## src/rtl/core/crcpf_pkg.sv

```systemverilog
// ----------------------------------------------------------------------------
// crcpf_pkg
// Shared types, constants and CRC helpers for the CRC-16 packet framer.
// ----------------------------------------------------------------------------
package crcpf_pkg;

	localparam int PREAMBLE_LEN  = 3;
	localparam int CFG_IDX_W     = 2;
	localparam int CFG_DATA_W    = 16;
	localparam int NUM_SLOTS     = 9;
	localparam logic [15:0] CRC_POLY      = 16'h8408;
	localparam logic [15:0] CRC_START_RST = 16'hFFFF;

	// configuration register indexes
	typedef enum logic [CFG_IDX_W-1:0] {
		REG_PREAMBLE_FIRST  = 2'd0,
		REG_PREAMBLE_SECOND = 2'd1,
		REG_PREAMBLE_THIRD  = 2'd2,
		REG_CRC_START       = 2'd3
	} cfg_reg_t;

	// output byte slots of one input word, in emission order
	typedef enum logic [3:0] {
		SLOT_PRE0    = 4'd0,
		SLOT_PRE1    = 4'd1,
		SLOT_PRE2    = 4'd2,
		SLOT_KIND    = 4'd3,
		SLOT_LEN_LO  = 4'd4,
		SLOT_LEN_HI  = 4'd5,
		SLOT_PAYLOAD = 4'd6,
		SLOT_CRC_LO  = 4'd7,
		SLOT_CRC_HI  = 4'd8
	} slot_t;

	typedef logic [NUM_SLOTS-1:0] slot_mask_t;

	typedef struct packed {
		logic        frame_start;
		logic        frame_end;
		logic [7:0]  frame_kind;
		logic [15:0] declared_length;
		logic        byte_present;
		logic [7:0]  payload_byte;
	} item_t;

	typedef struct packed {
		logic [PREAMBLE_LEN-1:0][7:0] preamble;
		logic [15:0]                  crc_start;
	} cfg_t;

	typedef struct packed {
		logic emit;  // a byte moves into the output register this cycle
		logic last;  // it is the final byte of the current word
	} emit_ctl_t;

	// reflected CRC-16 update over one byte, LSB first
	function automatic logic [15:0] crc_byte(input logic [15:0] crc_in, input logic [7:0] b);
		logic [15:0] c;
		c = crc_in ^ {8'h00, b};
		for (int k = 0; k < 8; k++) begin
			c = c[0] ? ((c >> 1) ^ CRC_POLY) : (c >> 1);
		end
		return c;
	endfunction

	// slots one word produces, given whether a frame is open before it
	function automatic slot_mask_t build_mask(input item_t it, input logic open_before);
		slot_mask_t m;
		logic       open_eff;
		open_eff = it.frame_start | open_before;
		m = '0;
		m[SLOT_PRE0]    = it.frame_start;
		m[SLOT_PRE1]    = it.frame_start;
		m[SLOT_PRE2]    = it.frame_start;
		m[SLOT_KIND]    = it.frame_start;
		m[SLOT_LEN_LO]  = it.frame_start;
		m[SLOT_LEN_HI]  = it.frame_start;
		m[SLOT_PAYLOAD] = it.byte_present & open_eff;
		m[SLOT_CRC_LO]  = it.frame_end & open_eff;
		m[SLOT_CRC_HI]  = it.frame_end & open_eff;
		return m;
	endfunction

	function automatic slot_t lowest_slot(input slot_mask_t m);
		slot_t s;
		s = SLOT_PRE0;
		for (int i = NUM_SLOTS - 1; i >= 0; i--) begin
			if (m[i]) s = slot_t'(4'(i));
		end
		return s;
	endfunction

	function automatic slot_mask_t clear_lowest(input slot_mask_t m);
		return m & (m - slot_mask_t'(1));
	endfunction

endpackage

```

## src/rtl/core/crcpf_if.sv

```systemverilog
// ----------------------------------------------------------------------------
// crcpf channel interfaces
// Valid/ready channels for input words, output bytes and register writes.
// ----------------------------------------------------------------------------
interface crcpf_in_if;
	logic        valid;
	logic        ready;
	logic        frame_start;
	logic        frame_end;
	logic [7:0]  frame_kind;
	logic [15:0] declared_length;
	logic        byte_present;
	logic [7:0]  payload_byte;

	modport source (output valid, frame_start, frame_end, frame_kind, declared_length,
		byte_present, payload_byte, input ready);
	modport sink (input valid, frame_start, frame_end, frame_kind, declared_length,
		byte_present, payload_byte, output ready);
endinterface

interface crcpf_out_if;
	logic       valid;
	logic       ready;
	logic [7:0] out_byte;
	logic       run_last;
	logic       frame_last;

	modport source (output valid, out_byte, run_last, frame_last, input ready);
	modport sink (input valid, out_byte, run_last, frame_last, output ready);
endinterface

interface crcpf_cfg_if import crcpf_pkg::*; ();
	logic                  valid;
	logic                  ready;
	logic [CFG_IDX_W-1:0]  index;
	logic [CFG_DATA_W-1:0] data;

	modport source (output valid, index, data, input ready);
	modport sink (input valid, index, data, output ready);
endinterface

```

## src/rtl/core/crcpf_cfg_regs.sv

```systemverilog
// ----------------------------------------------------------------------------
// crcpf_cfg_regs
// Register file for the preamble bytes and the CRC start value.
// ----------------------------------------------------------------------------
module crcpf_cfg_regs import crcpf_pkg::*; (
	input  logic       clk,
	input  logic       arst_n,
	crcpf_cfg_if.sink  cfg,
	output cfg_t       regs
);

	cfg_t regs_q;

	assign cfg.ready = 1'b1;
	assign regs      = regs_q;

	always_ff @(posedge clk or negedge arst_n) begin
		if (!arst_n) begin
			regs_q.preamble  <= '0;
			regs_q.crc_start <= CRC_START_RST;
		end else if (cfg.valid) begin
			unique case (cfg_reg_t'(cfg.index))
				REG_PREAMBLE_FIRST:  regs_q.preamble[0] <= cfg.data[7:0];
				REG_PREAMBLE_SECOND: regs_q.preamble[1] <= cfg.data[7:0];
				REG_PREAMBLE_THIRD:  regs_q.preamble[2] <= cfg.data[7:0];
				REG_CRC_START:       regs_q.crc_start   <= cfg.data;
				default: ;
			endcase
		end
	end

endmodule

```

## src/rtl/core/crcpf_item_stage.sv

```systemverilog
// ----------------------------------------------------------------------------
// crcpf_item_stage
// Input register: holds one word and the mask of byte slots still to send.
// ----------------------------------------------------------------------------
module crcpf_item_stage import crcpf_pkg::*; (
	input  logic        clk,
	input  logic        arst_n,
	crcpf_in_if.sink    item_in,
	input  emit_ctl_t   ctl,
	output logic        valid,
	output item_t       item,
	output slot_mask_t  mask
);

	logic       valid_s1;
	item_t      item_s1;
	slot_mask_t mask_s1;
	logic       open_q;     // frame open once every accepted word is done
	item_t      in_item;
	slot_mask_t in_mask;
	logic       accept;

	assign in_item = '{frame_start: item_in.frame_start, frame_end: item_in.frame_end,
		frame_kind: item_in.frame_kind, declared_length: item_in.declared_length,
		byte_present: item_in.byte_present, payload_byte: item_in.payload_byte};
	assign in_mask = build_mask(in_item, open_q);

	// take a new word when empty or when the held word sends its last byte
	assign item_in.ready = !valid_s1 || (ctl.emit && ctl.last);
	assign accept        = item_in.valid && item_in.ready;

	assign valid = valid_s1;
	assign item  = item_s1;
	assign mask  = mask_s1;

	always_ff @(posedge clk or negedge arst_n) begin
		if (!arst_n) begin
			valid_s1 <= 1'b0;
			open_q   <= 1'b0;
		end else begin
			if (accept) begin
				// drop words that produce nothing
				valid_s1 <= (in_mask != '0);
				open_q   <= (in_item.frame_start | open_q) & ~in_item.frame_end;
			end else if (ctl.emit && ctl.last) begin
				valid_s1 <= 1'b0;
			end
		end
	end

	always_ff @(posedge clk) begin
		if (accept) begin
			item_s1 <= in_item;
			mask_s1 <= in_mask;
		end else if (ctl.emit) begin
			mask_s1 <= clear_lowest(mask_s1);
		end
	end

endmodule

```

## src/rtl/core/crcpf_emitter.sv

```systemverilog
// ----------------------------------------------------------------------------
// crcpf_emitter
// Picks the next byte slot, runs the CRC and drives the output register.
// ----------------------------------------------------------------------------
module crcpf_emitter import crcpf_pkg::*; (
	input  logic        clk,
	input  logic        arst_n,
	input  cfg_t        regs,
	input  logic        item_valid,
	input  item_t       item,
	input  slot_mask_t  mask,
	output emit_ctl_t   ctl,
	crcpf_out_if.source byte_out
);

	logic        out_valid_q;
	logic [7:0]  out_byte_q;
	logic        run_last_q;
	logic        frame_last_q;
	logic [15:0] crc_q;
	slot_t       slot;
	logic [7:0]  next_byte;
	logic [15:0] crc_base;

	assign slot     = lowest_slot(mask);
	assign ctl.emit = item_valid && (!out_valid_q || byte_out.ready);
	assign ctl.last = (clear_lowest(mask) == '0);
	assign crc_base = (slot == SLOT_PRE0) ? regs.crc_start : crc_q;

	always_comb begin
		unique case (slot)
			SLOT_PRE0:    next_byte = regs.preamble[0];
			SLOT_PRE1:    next_byte = regs.preamble[1];
			SLOT_PRE2:    next_byte = regs.preamble[2];
			SLOT_KIND:    next_byte = item.frame_kind;
			SLOT_LEN_LO:  next_byte = item.declared_length[7:0];
			SLOT_LEN_HI:  next_byte = item.declared_length[15:8];
			SLOT_PAYLOAD: next_byte = item.payload_byte;
			SLOT_CRC_LO:  next_byte = crc_q[7:0];
			SLOT_CRC_HI:  next_byte = crc_q[15:8];
			default:      next_byte = '0;
		endcase
	end

	always_ff @(posedge clk or negedge arst_n) begin
		if (!arst_n) begin
			out_valid_q <= 1'b0;
			crc_q       <= CRC_START_RST;
		end else begin
			if (ctl.emit) begin
				out_valid_q <= 1'b1;
			end else if (byte_out.ready) begin
				out_valid_q <= 1'b0;
			end
			// header and payload bytes feed the CRC, the trailer does not
			if (ctl.emit && slot != SLOT_CRC_LO && slot != SLOT_CRC_HI) begin
				crc_q <= crc_byte(crc_base, next_byte);
			end
		end
	end

	always_ff @(posedge clk) begin
		if (ctl.emit) begin
			out_byte_q   <= next_byte;
			run_last_q   <= ctl.last;
			frame_last_q <= (slot == SLOT_CRC_HI);
		end
	end

	assign byte_out.valid      = out_valid_q;
	assign byte_out.out_byte   = out_byte_q;
	assign byte_out.run_last   = run_last_q;
	assign byte_out.frame_last = frame_last_q;

endmodule

```

## src/rtl/core/crc16_packet_framer_unit.sv

```systemverilog
// ----------------------------------------------------------------------------
// crc16_packet_framer_unit
// Byte-stream packet framer with a reflected CRC-16 (poly 0x8408) trailer.
// ----------------------------------------------------------------------------
//
//   channel   dir   moves                          accepted when
//   item_in   in    one word (flags, kind, len,    item_in.valid & item_in.ready
//                   optional payload byte)
//   byte_out  out   one framed byte + last flags   byte_out.valid & byte_out.ready
//   cfg       in    register index + data          cfg.valid (ready tied high)
//
// Each word sends between zero and nine bytes, one per cycle while byte_out
// does not stall: a payload-only word sends one byte, a frame-start word six
// to nine, an end word adds two. The next word is taken in the same cycle
// the current word sends its last byte.
// Reset clears the word and output valid flags, the frame-open flag and the
// registers to their defaults. A stall on byte_out holds the output register
// and, through it, the word stage.
//
module crc16_packet_framer_unit import crcpf_pkg::*; (
	input  logic        clk,
	input  logic        arst_n,
	crcpf_in_if.sink    item_in,
	crcpf_out_if.source byte_out,
	crcpf_cfg_if.sink   cfg
);

	cfg_t       regs;
	logic       item_valid;
	item_t      item;
	slot_mask_t mask;
	emit_ctl_t  ctl;

	// preamble and CRC start registers
	crcpf_cfg_regs u_cfg_regs (
		.clk    (clk),
		.arst_n (arst_n),
		.cfg    (cfg),
		.regs   (regs)
	);

	// hold the current word and track which of its bytes remain
	crcpf_item_stage u_item_stage (
		.clk     (clk),
		.arst_n  (arst_n),
		.item_in (item_in),
		.ctl     (ctl),
		.valid   (item_valid),
		.item    (item),
		.mask    (mask)
	);

	// advance one byte a cycle into the output register while it is not stalled, updating the CRC
	crcpf_emitter u_emitter (
		.clk        (clk),
		.arst_n     (arst_n),
		.regs       (regs),
		.item_valid (item_valid),
		.item       (item),
		.mask       (mask),
		.ctl        (ctl),
		.byte_out   (byte_out)
	);

endmodule

```

## src/flat_wrapper.sv

```systemverilog
// flat-port wrapper written by rule: the top's interface ports become plain ports
module crc16_packet_framer_unit_flat import crcpf_pkg::*;
  (clk, arst_n, item_in_valid, item_in_frame_start, item_in_frame_end, item_in_frame_kind, item_in_declared_length, item_in_byte_present, item_in_payload_byte, item_in_ready, byte_out_valid, byte_out_out_byte, byte_out_run_last, byte_out_frame_last, byte_out_ready, cfg_valid, cfg_index, cfg_data, cfg_ready);
  crcpf_in_if item_in_i ();
  crcpf_out_if byte_out_i ();
  crcpf_cfg_if cfg_i ();
  input  logic clk;
  input  logic arst_n;
  input wire logic [$bits(item_in_i.valid)-1:0] item_in_valid;
  input wire logic [$bits(item_in_i.frame_start)-1:0] item_in_frame_start;
  input wire logic [$bits(item_in_i.frame_end)-1:0] item_in_frame_end;
  input wire logic [$bits(item_in_i.frame_kind)-1:0] item_in_frame_kind;
  input wire logic [$bits(item_in_i.declared_length)-1:0] item_in_declared_length;
  input wire logic [$bits(item_in_i.byte_present)-1:0] item_in_byte_present;
  input wire logic [$bits(item_in_i.payload_byte)-1:0] item_in_payload_byte;
  output wire logic [$bits(item_in_i.ready)-1:0] item_in_ready;
  output wire logic [$bits(byte_out_i.valid)-1:0] byte_out_valid;
  output wire logic [$bits(byte_out_i.out_byte)-1:0] byte_out_out_byte;
  output wire logic [$bits(byte_out_i.run_last)-1:0] byte_out_run_last;
  output wire logic [$bits(byte_out_i.frame_last)-1:0] byte_out_frame_last;
  input wire logic [$bits(byte_out_i.ready)-1:0] byte_out_ready;
  input wire logic [$bits(cfg_i.valid)-1:0] cfg_valid;
  input wire logic [$bits(cfg_i.index)-1:0] cfg_index;
  input wire logic [$bits(cfg_i.data)-1:0] cfg_data;
  output wire logic [$bits(cfg_i.ready)-1:0] cfg_ready;
  assign item_in_i.valid = item_in_valid;
  assign item_in_i.frame_start = item_in_frame_start;
  assign item_in_i.frame_end = item_in_frame_end;
  assign item_in_i.frame_kind = item_in_frame_kind;
  assign item_in_i.declared_length = item_in_declared_length;
  assign item_in_i.byte_present = item_in_byte_present;
  assign item_in_i.payload_byte = item_in_payload_byte;
  assign item_in_ready = item_in_i.ready;
  assign byte_out_valid = byte_out_i.valid;
  assign byte_out_out_byte = byte_out_i.out_byte;
  assign byte_out_run_last = byte_out_i.run_last;
  assign byte_out_frame_last = byte_out_i.frame_last;
  assign byte_out_i.ready = byte_out_ready;
  assign cfg_i.valid = cfg_valid;
  assign cfg_i.index = cfg_index;
  assign cfg_i.data = cfg_data;
  assign cfg_ready = cfg_i.ready;
  crc16_packet_framer_unit u_core (.clk(clk), .arst_n(arst_n), .item_in(item_in_i), .byte_out(byte_out_i), .cfg(cfg_i));
endmodule
```

## config.mk

```make
export PLATFORM = sky130hd
export DESIGN_NAME = crc16_packet_framer_unit_flat
export DESIGN_NICKNAME = d
export VERILOG_FILES = /design/src/rtl/core/crcpf_pkg.sv /design/src/rtl/core/crcpf_if.sv /design/src/rtl/core/crcpf_cfg_regs.sv /design/src/rtl/core/crcpf_item_stage.sv /design/src/rtl/core/crcpf_emitter.sv /design/src/rtl/core/crc16_packet_framer_unit.sv /design/src/flat_wrapper.sv
export SDC_FILE = /design/constraint.sdc
export NUM_CORES = 1
export LEC_CHECK = 0
export BUFFER_PORTS_ARGS = -buffer_cell sky130_fd_sc_hd__buf_2
export CAP_MARGIN = 40
export CELL_PAD_IN_SITES_DETAIL_PLACEMENT = 1
export CELL_PAD_IN_SITES_GLOBAL_PLACEMENT = 2
export CORE_UTILIZATION = 40
export CTS_CLUSTER_DIAMETER = 50
export DETAILED_ROUTE_END_ITERATION = 10
export PLACE_DENSITY = 0.91
export SLEW_MARGIN = 20
export SYNTH_ARGS = -nofsm -noshare
export SYNTH_HDL_FRONTEND = slang
export SYNTH_SLANG_ARGS = --single-unit
```

## constraint.sdc

```tcl
create_clock -name clk -period 5.21 [get_ports clk]
set_input_delay 1.042 -clock clk [delete_from_list [all_inputs] [get_ports clk]]
set_output_delay 1.042 -clock clk [all_outputs]
set_load 0.02 [all_outputs]
```

==> results.py, run 1 <==
metrics = {
    "synthesis": {
        "synthXorXnorAreaFrac_pct": 5.94,
        "synth_edf_count": 51,
        "syn_avg_cell_area_um2": 13.7,
        "synth_area_um2": 5160,
        "yosysWarnings": 0,
        "synth_cell_types": 55,
        "synth-seq-cells": 110,
        "synth_fa_ha_area_share_pct": 0,
        "synth_top_family_by_area": "multiplexers",
        "synth_simple_gate_area_share_pct": 6.23,
        "ys.flop_type": "edfxtp_1",
        "async_reset_ff_share_pct": 53.6,
        "synth_compound_area_share_pct": 13.1,
        "synth-seq-area-share_pct": 59.1,
        "netlist_instances": 377,
        "syn-num-nets": 435,
        "synthMuxAreaShare_pct": 13.2,
    },
    "sta": {
        "finalSetupTns_ps": 0,
        "rsz0062_at_grt": "false",
        "finalClockSkew_ps": 8.11,
        "relSlewSlack_pct": 56.5,
        "max_freq_mhz": 293,
        "finalHoldViolCount": 0,
        "fin_crit_ps": 3410,
        "finalSetupViolCount": 0,
        "worstMarginPinSlew_ps": 651,
        "final_max_slew_viol_count": 0,
        "fin_crit_sh_pct": 65.5,
    },
    "critical_path": {
        "worst-path-buf-inv": 1,
        "startpoint_type": "register",
        "arrival_ps": 2370,
        "path_delay_family": "simple AND/OR/NAND/NOR gates",
        "cp_max_fo": 6,
        "worstPathCellList": "nor4_4 -> nand2_1 -> a211oi_1 -> a21oi_1 -> nor2_1 -> a21bo_2 -> buf_2",
        "crit_path_end_kind": "primary output",
        "crit_path_max_incr_delay_ps": 490,
        "cp_data_required_time_ps": 4170,
        "cpMaxStageDelayCell": "edfxtp_1",
        "crit_type": "reg -> out",
    },
    "drt": {
        "drc": 0,
        "final_antenna_net_count": 0,
        "drt_iter0_markers": 176,
        "drt-total-wl_um": 12100,
        "firstDrtPassIters": 4,
        "vias_per_cell": 5.30,
        "wl_per_cell_um": 19.3,
        "vias": 3310,
    },
    "layout": {
        "mostFrequentLayoutCell": "buf_2",
        "area_growth_syn_to_layout_pct": 17.1,
        "stdcell_area_um2": 6040,
        "final_cell_mix": "buf_2, edfxtp_1, mux2_2",
        "diodes": 0,
        "drive_gt1_share_pct": 43.5,
        "finalNonFillerCells": 625,
        "fin_nets": 506,
    },
    "floorplan": {
        "die_h_um": 116,
        "core_area_um2": 12600,
        "start_util_pct": 40.9,
        "die_width_um": 116,
        "die_area_um2": 13400,
        "pin_count": 71,
        "placementRows": 41,
    },
    "clock_network": {
        "cts_hold_buf": 0,
        "cts_sinks": 110,
        "clk_pin_slew_ps": 70,
        "worstSkewPairLatency_ps": 350,
        "cts_buffer_depth": 2,
        "postCtsResizedCells": 0,
        "cts_tree": "yes",
        "root_buffer": "clkbuf_16",
        "htreeDepth": 3,
        "post_cts_buffers": 0,
        "cts_inserted_buffers": 9,
    },
    "global_routing": {
        "grt_start_max_net_pins": 60,
        "gr-total-overflow": 0,
        "grt_pass1_vias": 3468,
        "antenna_found_initial": 0,
        "grt_util_all_layers_pct": 19.6,
        "grt_pass1_wl_um": 19100,
    },
    "placement": {
        "routabilityCongestion": 0.790,
        "dpl_cell_area_um2": 5700,
        "dp_hpwl_um": 8470,
        "portBuffers": 69,
        "dp_cells": 607,
    },
    "run": {
        "maxCapViolCount": 0,
    },
    "power_and_ir_drop": {
        "p_leak_nw": 2.37,
        "peakVddDrop_mv": 0.232,
        "p_per_area_nw_per_um2": 721,
    },
    "outcome": {
        "outcome": "complete, no violations",
    },
    "min_path": {
        "hold_path.class": "reg -> reg",
    },
}
==> per-stage QoR <==
stage / setup WS (ps) / total power, W / hold WS [ps] / utilization, %
after floorplan: 1800 / 0.00319 / 447 / -
after global placement: 1660 / 0.00353 / 469 / 44.8
after detailed placement: 1500 / 0.00365 / 475 / 45.2
after CTS: 1490 / 0.00436 / 489 / 47.5
after global routing: 1650 / 0.00459 / 526 / 47.8
final: 1800 / 0.00435 / 485 / 47.8
==> power by group <==
group | switching [W] | leakage, nW | internal (W)
Clock | 0.000306 | 0.140 | 0.000371
Combinational | 0.00116 | 1.10 | 0.00101
Sequential | 0.000209 | 1.13 | 0.00130
==> cell families (layout without fill, tap and decap cells) <==
kind of cell    Yosys count  in the layout
compound gates           90             90
xor+xnor                 26             26
buf+inv                  24            100
flops                   110            110
mux                      62             62
other cells               1              1
simple gates             64             64
==> registers in the layout, indices dropped and copies added, names as in the netlist <==
| name | cells |
|---|---|
| u_core.u_emitter.byte_out.out_byte | 8 |
| u_core.u_emitter.byte_out.valid | 1 |
| u_core.u_item_stage.mask | 9 |
| u_core.u_cfg_regs.regs | 40 |
| u_core.u_item_stage.open_q | 1 |
| u_core.u_item_stage.item | 32 |
| u_core.u_emitter.crc_q | 16 |
| u_core.u_item_stage.valid | 1 |
| u_core.u_emitter.byte_out.run_last | 1 |
| u_core.u_emitter.byte_out.frame_last | 1 |
==> Yosys cell counts (3+ instances only) <==
| master | number | area share [%] |
|---|---|---|
| clkbuf_1 | 5 | 0.36 |
| dfstp_2 | 32 | 16 |
| buf_4 | 6 | 0.87 |
| mux2_2 | 45 | 9.8 |
| o31ai_1 | 3 | 0.44 |
| mux2i_1 | 16 | 3.1 |
| o22ai_1 | 7 | 0.85 |
| a21oi_1 | 14 | 1.4 |
| nand2_1 | 10 | 0.73 |
| o21ai_0 | 13 | 1.3 |
| a22oi_1 | 31 | 4.5 |
| inv_1 | 4 | 0.29 |
| a2111o_1 | 6 | 1.3 |
| dfrtp_1 | 27 | 13 |
| nor2_1 | 34 | 2.5 |
| o211ai_1 | 3 | 0.44 |
| xnor2_1 | 8 | 1.4 |
| xor2_1 | 9 | 1.5 |
| xnor2_2 | 8 | 2.5 |
| buf_2 | 6 | 0.58 |
| edfxtp_1 | 51 | 30 |
==> path summary, 6_finish.rpt <==
| path | end | depth (start not counted) | from | slack (ps) |
|---|---|---|---|---|
| worst min register to register | u_core.u_emitter.byte_out.valid | 1 | u_core.u_item_stage.valid | 490 |
| worst min-delay path | u_core.u_emitter.byte_out.valid | 1 | u_core.u_item_stage.valid | 490 |
| worst max register to register | u_core.u_emitter.crc_q[7] | 10 | u_core.u_item_stage.mask[4] | 1870 |
| max in group asynchronous | u_core.u_cfg_regs.regs[0] | 3 | arst_n | 3960 |
| min in group asynchronous | u_core.u_cfg_regs.regs[37] | 2 | arst_n | 670 |
| worst max-delay path | item_in_ready | 7 | u_core.u_item_stage.mask[3] | 1800 |
==> cell type report <==
class | instances | area (um^2)
fillers | 1325 | 6580
clock inverters | 6 | 60.1
flip-flops and latches | 110 | 3050
repair buffers | 78 | 462
clock buffers | 10 | 229
inverters | 6 | 22.5
well taps | 172 | 215
multi-input cells | 243 | 2000
==> layer usage <==
layer / GRT usage [%] / up-vias / part of all wire (%)
met5: 0 / - / 0
met2: 31.3 / 82 / 49
li1: - / 1550 / -
met4: 9.78 / 0 / 3.2
met3: 3.03 / 25 / 3.7
met1: 25.9 / 1653 / 44
(Power assumes the default switching activity.)
==> inputs of run 2 (changes only) <==
Clock period 5.21 ns to 3.5 ns, I/O delays scaled along.
==> run 2 against run 1 <==
Net effect: sequential share of layout area fell by 0.19 points; sequential cell count unchanged; global-route usage increased by 1.1 points; clock power grew 64%; critical path type is now reg -> reg; cell area rose by 0.37%; register-to-register slack got worse by 1500 ps; hold slack got worse by 270 ps; cell count increased by 0.16%; via count up 3.4%; total power up 52%; clock skew up 3.0 ps; worst setup slack got worse by 1400 ps.
==> results.py, run 2 (synthesis gave the netlist of run 1 again) <==
metrics = {
    "floorplan": {
        "die_h_um": 116,
        "die_width_um": 116,
        "die_area_um2": 13400,
        "start_util_pct": 40.9,
        "pin_count": 71,
        "core_area_um2": 12600,
        "placementRows": 41,
    },
    "critical_path": {
        "arrival_ps": 3390,
        "cp_data_required_time_ps": 3800,
        "cp_max_fo": 31,
        "crit_type": "reg -> reg",
        "r2r-end": "u_core.u_emitter.crc_q[10]",
        "crit_path_end": "u_core.u_emitter.crc_q[10]",
        "reg2reg_depth": 10,
        "crit_path_end_kind": "register",
        "r2r_setup_slack_ps": 410,
        "startpoint": "u_core.u_item_stage.mask[3]",
        "r2r_start": "u_core.u_item_stage.mask[3]",
        "startpoint_type": "register",
    },
    "sta": {
        "max_freq_mhz": 323,
        "fin_crit_ps": 3090,
        "final_max_slew_viol_count": 0,
        "relSlewSlack_pct": 54.6,
        "finalSetupViolCount": 0,
        "worstMarginPinSlew_ps": 678,
        "rsz0062_at_grt": "false",
        "fin_crit_sh_pct": 88.4,
        "finalClockSkew_ps": 11.1,
        "finalSetupTns_ps": 0,
        "finalHoldViolCount": 0,
        "hold_ws_ps": 219,
    },
    "global_routing": {
        "grt_util_all_layers_pct": 20.6,
        "grt_pass1_wl_um": 20000,
        "grt_start_max_net_pins": 60,
        "grt_pass1_vias": 3614,
        "met2_usage_pct": 35.1,
        "grt_use_met3_pct": 3.40,
        "busiest_layer": "met2",
        "gr-usage-met1_pct": 25.9,
        "antenna_found_initial": 0,
        "gr-total-overflow": 0,
    },
    "layout": {
        "largest_register_ffs": 40,
        "fin_nets": 507,
        "area_growth_syn_to_layout_pct": 17.5,
        "mostFrequentLayoutCell": "buf_2",
        "diodes": 0,
        "finalNonFillerCells": 626,
        "drive_gt1_share_pct": 43.6,
        "final_cell_mix": "buf_2, edfxtp_1, mux2_2",
    },
    "drt": {
        "drt-total-wl_um": 12700,
        "drt_iter0_markers": 222,
        "final_antenna_net_count": 0,
        "firstDrtPassIters": 5,
        "vias": 3424,
        "vias_per_cell": 5.47,
        "drc": 0,
        "wl_per_cell_um": 20.4,
    },
    "power_and_ir_drop": {
        "power_switching_w": 0.00260,
        "p_per_area_nw_per_um2": 1090,
        "p_int_w": 0.00403,
        "comb_power_share_pct": 49.3,
        "clockPowerShare_pct": 16.8,
        "peakVddDrop_mv": 0.447,
        "p_leak_nw": 2.39,
        "swShare_pct": 39.2,
        "power_frac_seq_pct": 33.9,
    },
    "clock_network": {
        "cts_buffer_depth": 2,
        "worstSkewPairLatency_ps": 370,
        "post_cts_buffers": 0,
        "clk_pin_slew_ps": 80,
        "cts_hold_buf": 0,
        "htreeDepth": 3,
        "cts_inserted_buffers": 9,
        "cts_sinks": 110,
        "postCtsResizedCells": 0,
        "root_buffer": "clkbuf_16",
        "cts_tree": "yes",
    },
    "placement": {
        "dp_hpwl_um": 8490,
        "routabilityCongestion": 0.842,
        "dp_cells": 609,
        "portBuffers": 69,
    },
    "min_path": {
        "hold_path.class": "in -> async",
    },
    "run": {
        "maxCapViolCount": 0,
    },
    "outcome": {
        "outcome": "complete, no violations",
    },
}
[run 2: routing by layer]
metal	up-vias	part of all wire, %
met3	22	3.2
li1	1554	-
met2	92	50
met1	1756	44
met4	0	2.5
met5	-	0
[run 2: power groups by stage]
stage	clock [W]	sequential, W	combinational, W
final	0.00111	0.00225	0.00327
after floorplan	0	0.00220	0.00254
after global routing	0.00116	0.00229	0.00354
after global placement	0	0.00224	0.00307
after CTS	0.00113	0.00225	0.00329
after detailed placement	0	0.00226	0.00324
[run 2: worst max-delay path: stages, from the launching register on]
cell and delay, ps:
edfxtp_1 490, nor4_4 470, o21ai_4 110, buf_4 270
a22oi_1 250, o22ai_1 110, a2111o_1 430, xnor2_2 320
xnor2_2 160, xnor2_1 140, mux2_2 270
[run 2: stage by stage]
stage / cell area (um^2) / total power (W) / worst slack, ps / util [%]
floorplan: 5160 / 0.00474 / 86.2 / -
finish: 6060 / 0.00663 / 407 / 48.0
CTS: 6030 / 0.00666 / 402 / 47.8
detailed placement: 5720 / 0.00550 / 411 / 45.3
global route: 6060 / 0.00699 / 202 / 48.0
global placement: 5700 / 0.00532 / 472 / 45.2
[run 2: cell type report]
class                      instances  area [um^2]
clock buffer                      11          254
fill                            1331         6560
tap                              172          215
clock inverter                     5         63.8
timing repair buffer              79          460
sequential                       110         3050
multi-input combinational        243         2000
inverter                           6         22.5
[run 2: worst min-delay path by stage]
| stage | from | end | slack (ps) |
|---|---|---|---|
| after floorplan | arst_n | u_core.u_cfg_regs.regs[16] | 400 |
| after global placement | u_core.u_item_stage.valid | u_core.u_emitter.byte_out.valid | 470 |
| after detailed placement | u_core.u_item_stage.valid | u_core.u_emitter.byte_out.valid | 480 |
| after CTS | item_in_frame_kind[3] | u_core.u_item_stage.item[28] | 490 |
| after global routing | arst_n | u_core.u_cfg_regs.regs[30] | 220 |
| final | arst_n | u_core.u_cfg_regs.regs[38] | 220 |
